$ cat config.mk
export PLATFORM = sky130hd
export DESIGN_NAME = node_table_best_fit_selector_top
export DESIGN_NICKNAME = d
export VERILOG_FILES = /design/src/nbfs_pkg.sv /design/src/node_table_best_fit_selector_top.sv /design/src/nbfs_cell.sv
export VERILOG_INCLUDE_DIRS = /design/src /design/src/src
export SDC_FILE = /design/constraint.sdc
export NUM_CORES = 2
export LEC_CHECK = 0
export ABC_CLOCK_PERIOD_IN_PS = 13400
export BUFFER_PORTS_ARGS = -buffer_cell sky130_fd_sc_hd__buf_2
export CORE_MARGIN = 2
export CORE_UTILIZATION = 69
export CTS_CLUSTER_DIAMETER = 120
export DETAILED_ROUTE_END_ITERATION = 10
export MAX_ROUTING_LAYER = met4
export PLACE_DENSITY = 0.86
export SLEW_MARGIN = 40
export SYNTH_ARGS = -nofsm -noshare
export SYNTH_HDL_FRONTEND = slang
export SYNTH_SLANG_ARGS = --single-unit
$ cat constraint.sdc
create_clock -name clk -period 13.4 [get_ports clk]
set_input_delay 2.68 -clock clk [delete_from_list [all_inputs] [get_ports clk]]
set_output_delay 2.68 -clock clk [all_outputs]
set_load 0.01 [all_outputs]
$ cat src/node_table_best_fit_selector_top_assert.svh
// Assertion macros for the node table selector.
// Every check is sampled on the rising edge of clk and is held off while rst is high.
`ifndef NODE_TABLE_BEST_FIT_SELECTOR_TOP_ASSERT_SVH
`define NODE_TABLE_BEST_FIT_SELECTOR_TOP_ASSERT_SVH

// Checks a property after reset has been released.
`define NBFS_ASSERT(lbl, prop, msg) \
  lbl: assert property (@(posedge clk) disable iff (rst) prop) else $error(msg);

// Checks an implication whose consequent is checked in the cycle after the antecedent.
`define NBFS_ASSERT_NEXT(lbl, ante, cons, msg) \
  lbl: assert property (@(posedge clk) disable iff (rst) (ante) |=> (cons)) else $error(msg);

`endif

$ cat src/nbfs_pkg.sv
// ----------------------------------------------------------------------------
// nbfs_pkg
// Types, codes and helper functions shared by the node table selector.
// ----------------------------------------------------------------------------
`default_nettype none

package nbfs_pkg;

  localparam int ID_W   = 8;
  localparam int PCT_W  = 7;
  localparam int NUM_W  = 14;
  localparam int LAT_W  = 16;
  localparam int DEN_W  = 17;
  localparam int PROD_W = 31;

  localparam logic [PCT_W-1:0] PCT_MAX       = 7'd100;
  localparam logic [PCT_W-1:0] THRESH_RESET  = 7'd90;
  localparam logic [LAT_W-1:0] LAT_DEFAULT   = 16'd10;
  localparam logic [NUM_W-1:0] NUM_IDLE_NODE = 14'd10000;

  typedef enum logic [1:0] {
    CMD_ADD    = 2'd0,
    CMD_REMOVE = 2'd1,
    CMD_UPDATE = 2'd2,
    CMD_FIND   = 2'd3
  } cmd_t;

  typedef enum logic [1:0] {
    S_IDLE,
    S_MUL,
    S_SCAN,
    S_DONE
  } state_t;

  typedef enum logic [1:0] {
    CELL_HOLD,
    CELL_APPEND,
    CELL_ROT,
    CELL_SHIFT
  } cell_op_t;

  // One table entry; num caches (100-cpu)*(100-mem).
  typedef struct packed {
    logic [ID_W-1:0]  id;
    logic             degraded;
    logic [PCT_W-1:0] cpu;
    logic [NUM_W-1:0] num;
    logic [LAT_W-1:0] latency;
  } entry_t;

  typedef struct packed {
    cell_op_t op;
    entry_t   ins;
  } cell_ctl_t;

  function automatic logic [PCT_W-1:0] clamp_pct(input logic [PCT_W-1:0] v);
    return (v > PCT_MAX) ? PCT_MAX : v;
  endfunction

endpackage

`default_nettype wire

$ cat src/node_table_best_fit_selector_top.sv
// ----------------------------------------------------------------------------
// node_table_best_fit_selector_top
// Packed node table held in a row of cells that rotates past a head cell.
// ----------------------------------------------------------------------------
// channel   direction  handshake            payload
// in        sink       in_valid / in_stall  cmd node_key cpu_pct mem_pct node_lat lat_limit
// out       source     out_valid/ out_stall status result_id node_count
// cfg       sink       cfg_wr_en            cfg_wr_data (overload_threshold)
//
// Add, and any command on an empty table, go from idle straight to the done state.
// Remove and update scan the row, one row rotation step per entry.
// Find best: each entry passes a cross-multiply state, then a scan step.
// Reset clears the count and the threshold to 90; table contents are not cleared.
// A new beat is taken while a result still waits in the output register.
`default_nettype none

module node_table_best_fit_selector_top import nbfs_pkg::*; #(
  parameter int MAX_NODES = 16
) (
  input  wire logic             clk,
  input  wire logic             rst,
  input  wire logic             in_valid,
  output logic                  in_stall,
  input  wire logic [1:0]       cmd,
  input  wire logic [7:0]       node_key,
  input  wire logic [6:0]       cpu_pct,
  input  wire logic [6:0]       mem_pct,
  input  wire logic [15:0]      node_lat,
  input  wire logic [15:0]      lat_limit,
  output logic                  out_valid,
  input  wire logic             out_stall,
  output logic                  status,
  output logic [7:0]            result_id,
  output logic [4:0]            node_count,
  input  wire logic             cfg_wr_en,
  input  wire logic [6:0]       cfg_wr_data
);

  localparam int CW = $clog2(MAX_NODES + 1);

  state_t          state, state_next;
  logic [CW-1:0]   count;
  logic [PCT_W-1:0] thresh;

  cmd_t            cmd_r;
  logic [ID_W-1:0] key_r;
  logic [PCT_W-1:0] cpu_r;
  logic [NUM_W-1:0] num_r;
  logic [LAT_W-1:0] lat_r;
  logic [LAT_W-1:0] lim_r;
  logic            deg_r;
  logic [CW-1:0]   n_r;
  logic [CW-1:0]   k;
  logic            found;
  logic            have;
  logic [NUM_W-1:0] best_num;
  logic [DEN_W-1:0] best_den;
  logic [ID_W-1:0] best_id;
  logic [PROD_W-1:0] prod_a, prod_b;
  logic            elig_r;
  logic            res_fail;
  logic [ID_W-1:0] res_id;

  entry_t    cell_q [MAX_NODES];
  entry_t    head, head_mod, new_entry;
  cell_ctl_t ctl;

  logic acc, room, match, better, last, out_free;
  logic [PCT_W-1:0] cpu_c, mem_c;

  assign in_stall = (state != S_IDLE);
  assign acc      = in_valid && !in_stall;
  assign out_free = !out_valid || !out_stall;
  assign room     = (count < CW'(MAX_NODES));
  assign head     = cell_q[0];
  assign match    = !found && (head.id == key_r);
  assign better   = elig_r && (!have || (prod_a > prod_b));
  assign last     = (k == (n_r - 1'b1));
  assign cpu_c    = clamp_pct(cpu_pct);
  assign mem_c    = clamp_pct(mem_pct);

  always_comb begin
    new_entry          = '0;
    new_entry.id       = ID_W'(count) + 1'b1;
    new_entry.num      = NUM_IDLE_NODE;
    new_entry.latency  = LAT_DEFAULT;
    head_mod           = head;
    head_mod.cpu       = cpu_r;
    head_mod.num       = num_r;
    head_mod.latency   = lat_r;
    head_mod.degraded  = deg_r;
  end

  generate
    for (genvar i = 0; i < MAX_NODES; i++) begin : g_cell
      entry_t nxt;
      if (i == MAX_NODES - 1) begin : g_end
        assign nxt = '0;
      end else begin : g_mid
        assign nxt = cell_q[i+1];
      end
      nbfs_cell #(.CW(CW), .POS(i)) u_cell (
        .clk   (clk),
        .ctl   (ctl),
        .count (count),
        .nxt   (nxt),
        .q     (cell_q[i])
      );
    end
  endgenerate

  always_comb begin
    state_next = state;
    ctl.op     = CELL_HOLD;
    ctl.ins    = head;
    case (state)
      S_IDLE: begin
        if (acc) begin
          if (cmd_t'(cmd) == CMD_ADD) begin
            if (room) begin
              ctl.op  = CELL_APPEND;
              ctl.ins = new_entry;
            end
            state_next = S_DONE;
          end else if (count == '0) begin
            state_next = S_DONE;
          end else if (cmd_t'(cmd) == CMD_FIND) begin
            state_next = S_MUL;
          end else begin
            state_next = S_SCAN;
          end
        end
      end
      S_MUL: begin
        state_next = S_SCAN;
      end
      S_SCAN: begin
        ctl.op = CELL_ROT;
        case (cmd_r)
          CMD_REMOVE: if (match) ctl.op = CELL_SHIFT;
          CMD_UPDATE: if (match) ctl.ins = head_mod;
          default: ;
        endcase
        if (last)                  state_next = S_DONE;
        else if (cmd_r == CMD_FIND) state_next = S_MUL;
      end
      S_DONE: begin
        if (out_free) state_next = S_IDLE;
      end
      default: state_next = S_IDLE;
    endcase
  end

  always_ff @(posedge clk) begin
    if (rst) begin
      state     <= S_IDLE;
      count     <= '0;
      thresh    <= THRESH_RESET;
      out_valid <= 1'b0;
    end else begin
      state <= state_next;
      if (cfg_wr_en) thresh <= cfg_wr_data;
      if (acc && cmd_t'(cmd) == CMD_ADD && room) count <= count + 1'b1;
      if (state == S_SCAN && cmd_r == CMD_REMOVE && match) count <= count - 1'b1;
      if (state == S_DONE && out_free) out_valid <= 1'b1;
      else if (out_valid && !out_stall) out_valid <= 1'b0;
    end
  end

  always_ff @(posedge clk) begin
    case (state)
      S_IDLE: begin
        if (acc) begin
          cmd_r    <= cmd_t'(cmd);
          key_r    <= node_key;
          cpu_r    <= cpu_c;
          num_r    <= NUM_W'(PCT_MAX - cpu_c) * NUM_W'(PCT_MAX - mem_c);
          lat_r    <= node_lat;
          lim_r    <= lat_limit;
          deg_r    <= (cpu_c > thresh) || (mem_c > thresh);
          n_r      <= count;
          k        <= '0;
          found    <= 1'b0;
          have     <= 1'b0;
          res_fail <= (cmd_t'(cmd) == CMD_ADD) ? !room : 1'b1;
          res_id   <= (cmd_t'(cmd) == CMD_ADD && room) ? new_entry.id : '0;
        end
      end
      S_MUL: begin
        prod_a <= PROD_W'(head.num) * PROD_W'(best_den);
        prod_b <= PROD_W'(best_num) * PROD_W'(DEN_W'(head.latency) + 1'b1);
        elig_r <= !head.degraded && (head.cpu <= thresh) && (head.latency <= lim_r);
      end
      S_SCAN: begin
        k <= k + 1'b1;
        if (cmd_r != CMD_FIND && match) found <= 1'b1;
        if (cmd_r == CMD_FIND && better) begin
          have     <= 1'b1;
          best_num <= head.num;
          best_den <= DEN_W'(head.latency) + 1'b1;
          best_id  <= head.id;
        end
        if (last) begin
          if (cmd_r == CMD_FIND) begin
            res_fail <= !(have || better);
            res_id   <= better ? head.id : (have ? best_id : '0);
          end else begin
            res_fail <= !(found || match);
            res_id   <= '0;
          end
        end
      end
      S_DONE: begin
        if (out_free) begin
          status     <= res_fail;
          result_id  <= res_id;
          node_count <= 5'(count);
        end
      end
      default: ;
    endcase
  end

`include "node_table_best_fit_selector_top_assert.svh"

  `NBFS_ASSERT(a_count_range, (count <= CW'(MAX_NODES)), "entry count above table depth")
  `NBFS_ASSERT_NEXT(a_busy_after_accept, acc, in_stall, "input not stalled after accepted beat")
  `NBFS_ASSERT_NEXT(a_done_delivers, (state == S_DONE), ((state == S_DONE) || out_valid), "result left done state without output")
  `NBFS_ASSERT_NEXT(a_count_step, 1'b1, ((count == $past(count)) || (count == $past(count) + 1'b1) || (count == $past(count) - 1'b1)), "entry count moved by more than one")

endmodule

`default_nettype wire

$ cat src/nbfs_cell.sv
// ----------------------------------------------------------------------------
// nbfs_cell
// One table slot. Loads from its right neighbor or from the insert bus.
// ----------------------------------------------------------------------------
`default_nettype none

module nbfs_cell import nbfs_pkg::*; #(
  parameter int CW  = 5,
  parameter int POS = 0
) (
  input  wire logic      clk,
  input  wire cell_ctl_t ctl,
  input  wire logic [CW-1:0] count,
  input  wire entry_t    nxt,
  output entry_t         q
);

  localparam logic [CW-1:0] POS_V = CW'(POS);

  logic is_tail;
  logic is_free;

  assign is_tail = (POS_V == (count - 1'b1));
  assign is_free = (POS_V == count);

  always_ff @(posedge clk) begin
    case (ctl.op)
      CELL_APPEND: begin
        if (is_free) q <= ctl.ins;
      end
      // rotate the live part of the row; the tail takes the insert bus
      CELL_ROT: begin
        q <= is_tail ? ctl.ins : nxt;
      end
      CELL_SHIFT: begin
        q <= nxt;
      end
      default: begin
        q <= q;
      end
    endcase
  end

endmodule

`default_nettype wire
==> flow_summary_export.csv <==
group,metric,value,unit
global_routing,antenna_found_initial,3,
clock_tree,insertion_delay,700,ps
clock_tree,root_buffer,"clkbuf_16",
clock_tree,ctsResizeCount,0,
sta,fin_setup_tns,0,ps
clock_tree,clk_pin_slew,70,ps
synthesis,synth_top_family_by_area,"adder cells",
die,die_w,294,um
global_routing,met2_usage,0.562,
synthesis,synth.avg_cell_area,10.9,um^2
placed_design,place_congestion,0.956,
synthesis,synth_xor_area_frac,0.0175,
critical_path,start_kind,"primary input",
cells_and_area,drive_gt1_frac,0.0723,
hold_path,min_path_type,"reg -> reg",
drt,drt-pass1-iter-count,6,
synthesis,seq_area_frac_synth,0.491,
critical_path,crit_arrival,8310,ps
die,start_util,0.694,
global_routing,grtUsageTotal,0.350,
outcome,status,"complete, no violations",
global_routing,grt_max_degree,66,
sta,finalWorstSetupSlack,5540,ps
sta,rsz0062_at_grt,"no",
die,dieHeight,294,um
drt,wl_per_cell,22.1,um
sta,min_period_over_period,0.587,
placed_design,place_ws,4910,ps
cells_and_area,n_fill_cell,5221,
synthesis,syn_inst,5336,
critical_path,path_buf_inv,4,
global_routing,grt_pass1_vias,41200,
cells_and_area,syn_to_final_growth,8.03,%
synthesis,synth_top_area_cell,"edfxtp_1",
clock_tree,clkSinkCount,952,
critical_path,critical_path.top_delay_family,"adder cells",
synthesis,yosys_warnings,0,
sta,tightest_slew,932,ps
synthesis,synth_common_cells,"nand2_1, edfxtp_1, inv_1",
global_routing,busiest_layer,"met2",
sta,clock_skew,59.1,ps
critical_path,crit_fanout,9,
synthesis,synth_ff_type,"edfxtp_1",
drt,drt_iter0_markers,4734,
synthesis,synth-simple-area-share,0.127,
drt,routed-via-count,40600,
critical_path,slowest_delay,530,ps
synthesis,synth_cell_types,80,
drt,ant_nets,0,
die,ios,84,
synthesis,synth_compound_area_frac,0.100,
die,core,83400,um^2
synthesis,synthTopCellsByArea,"edfxtp_1, fa_1, ha_1",
clock_tree,cts.path.max_buffers,3,
die,dieArea,86300,um^2
drt,routed_via_density,6.28,
cells_and_area,nets,6070,
global_routing,grt.met3_usage,0.0585,
synthesis,synth_mux_area_frac,0.00264,
global_routing,grt-ovfl-total,0,
global_routing,grt_util_met1,0.434,
sta,max_freq,127,MHz
critical_path,path_cells,"buf_2, o21ai_0, nand2_1, nand3_1, nand2_1, ha_1, inv_1, a21boi_0, o21ai_0, nor2_1, ha_1, fa_1, inv_1, fa_1, fa_1, inv_1, ha_1, a21oi_1, o21bai_1, a21oi_1, o21bai_1, a21oi_1, o21ai_0, xnor2_1",
synthesis,yosysMostFrequentCell,"nand2_1",
drt,drc_errors,0,
critical_path,critPathCaptureType,"flop",
synthesis,synth-edff-count,937,
clock_tree,post_cts_buffers,0,
critical_path,critPathKind,"in -> reg",
run,cap_violations,0,
critical_path,cp.required,13850,ps
synthesis,synth_top_area_frac,0.486,
critical_path,cp_slowest_cell,"o21ai_0",
sta,finalSetupViolations,0,
clock_tree,cts_buffers,94,
global_routing,grt_pass1_wl,225000,um
clock_tree,h-tree-depth,3,
placed_design,portBuffers,83,
sta,hold_viol_final,0,
synthesis,syn_area,57900,um^2
sta,max-slew-margin-rel,0.379,
die,rows,106,
sta,period_needed,7860,ps
synthesis,synth_async_sr_flop_share,0,
synthesis,synthAdderAreaFrac,0.203,
placed_design,place.detailed.hpwl,97100,um
clock_tree,tritoncts,"built",
synthesis,ys_ff_latch,952,
clock_tree,hold_buffers,0,
drt,routed_wl,143000,um
sta,slew_viol_final,0,
kinds of logic after synthesis:
| group | after synthesis |
|---|---|
| compound gates | 1002 |
| other cells | 2 |
| fa+ha+maj | 698 |
| mux | 15 |
| flops | 952 |
| xor+xnor | 116 |
| simple gates | 1701 |
| buf+inv | 850 |
final cells by class:
type                    instances  area (um^2)  area share
clock buffers                 121         2510      0.0402
repair buffers                167         1070      0.0171
clock inverters                49          636      0.0102
multi-input cells            3549        26500       0.424
well taps                    1080         1350      0.0216
flip-flops and latches        952        28400       0.454
inverters                     540         2030      0.0324
diodes                          2         5.00   0.0000800
cells in the final DEF, fill, tap and decap left out, drive strengths merged, types with 5 or more instances in the layout:
cell      n
ha      296
o22ai     9
a31oi    25
inv     546
o21a     17
mux2i    13
nand2b   17
clkbuf  121
a21oi   274
dfxtp    15
a31o      6
nand2   938
and3     10
nor4      9
o21bai   14
buf     167
or3       7
o211ai   10
clkinv   30
fa      402
nand4    23
a21o     52
conb     17
xnor2    86
and2    229
a22oi     5
nor3     31
a221o    44
xor2     30
a211oi    9
nor2b    26
bufinv   10
edfxtp  937
nand3    46
o21ai   503
nor2    348
layer usage:
metal | up-vias | part of all wire
met2 | 2359 | 0.48
met5 | - | 0
met1 | 19800 | 0.36
li1 | 17900 | -
met4 | 0 | 0.059
met3 | 519 | 0.10
worst paths after layout:
check,slack [ps],start,cells past startpoint,to
max,5540,cpu_pct[0],24,num_r[13]$_DFFE_PP_
min,420,res_id[3]$_DFFE_PP_,0,result_id[3]$_DFFE_PP_
max reg2reg,5860,g_cell[0].u_cell.q[4]$_DFFE_PP_,27,prod_b[23]$_DFFE_PP_
min reg2reg,420,res_id[3]$_DFFE_PP_,0,result_id[3]$_DFFE_PP_
per-stage QoR:
step / area (um^2) / hold WS [ps] / utilization / std cells
after floorplan: 58000 / 400 / - / 5351
after global placement: 59300 / 403 / 0.710 / 6284
after detailed placement: 59300 / 406 / 0.711 / 6284
after CTS: 62500 / 421 / 0.749 / 6454
after global routing: 62600 / 427 / 0.750 / 6460
final: 62600 / 420 / 0.750 / 6460
registers in the layout, summed over array words and instances (netlist names), 7 cells and up:
signal,flops
prod_b,31
best_num,14
num_r,14
res_id,8
best_den,17
best_id,8
lat_r,16
lim_r,16
result_id,8
cpu_r,7
g_cell.u_cell.q,736
thresh,7
prod_a,31
key_r,8
Power is not shown: default switching activity piles up to over one toggle a cycle in this logic, so the estimate is an artifact.
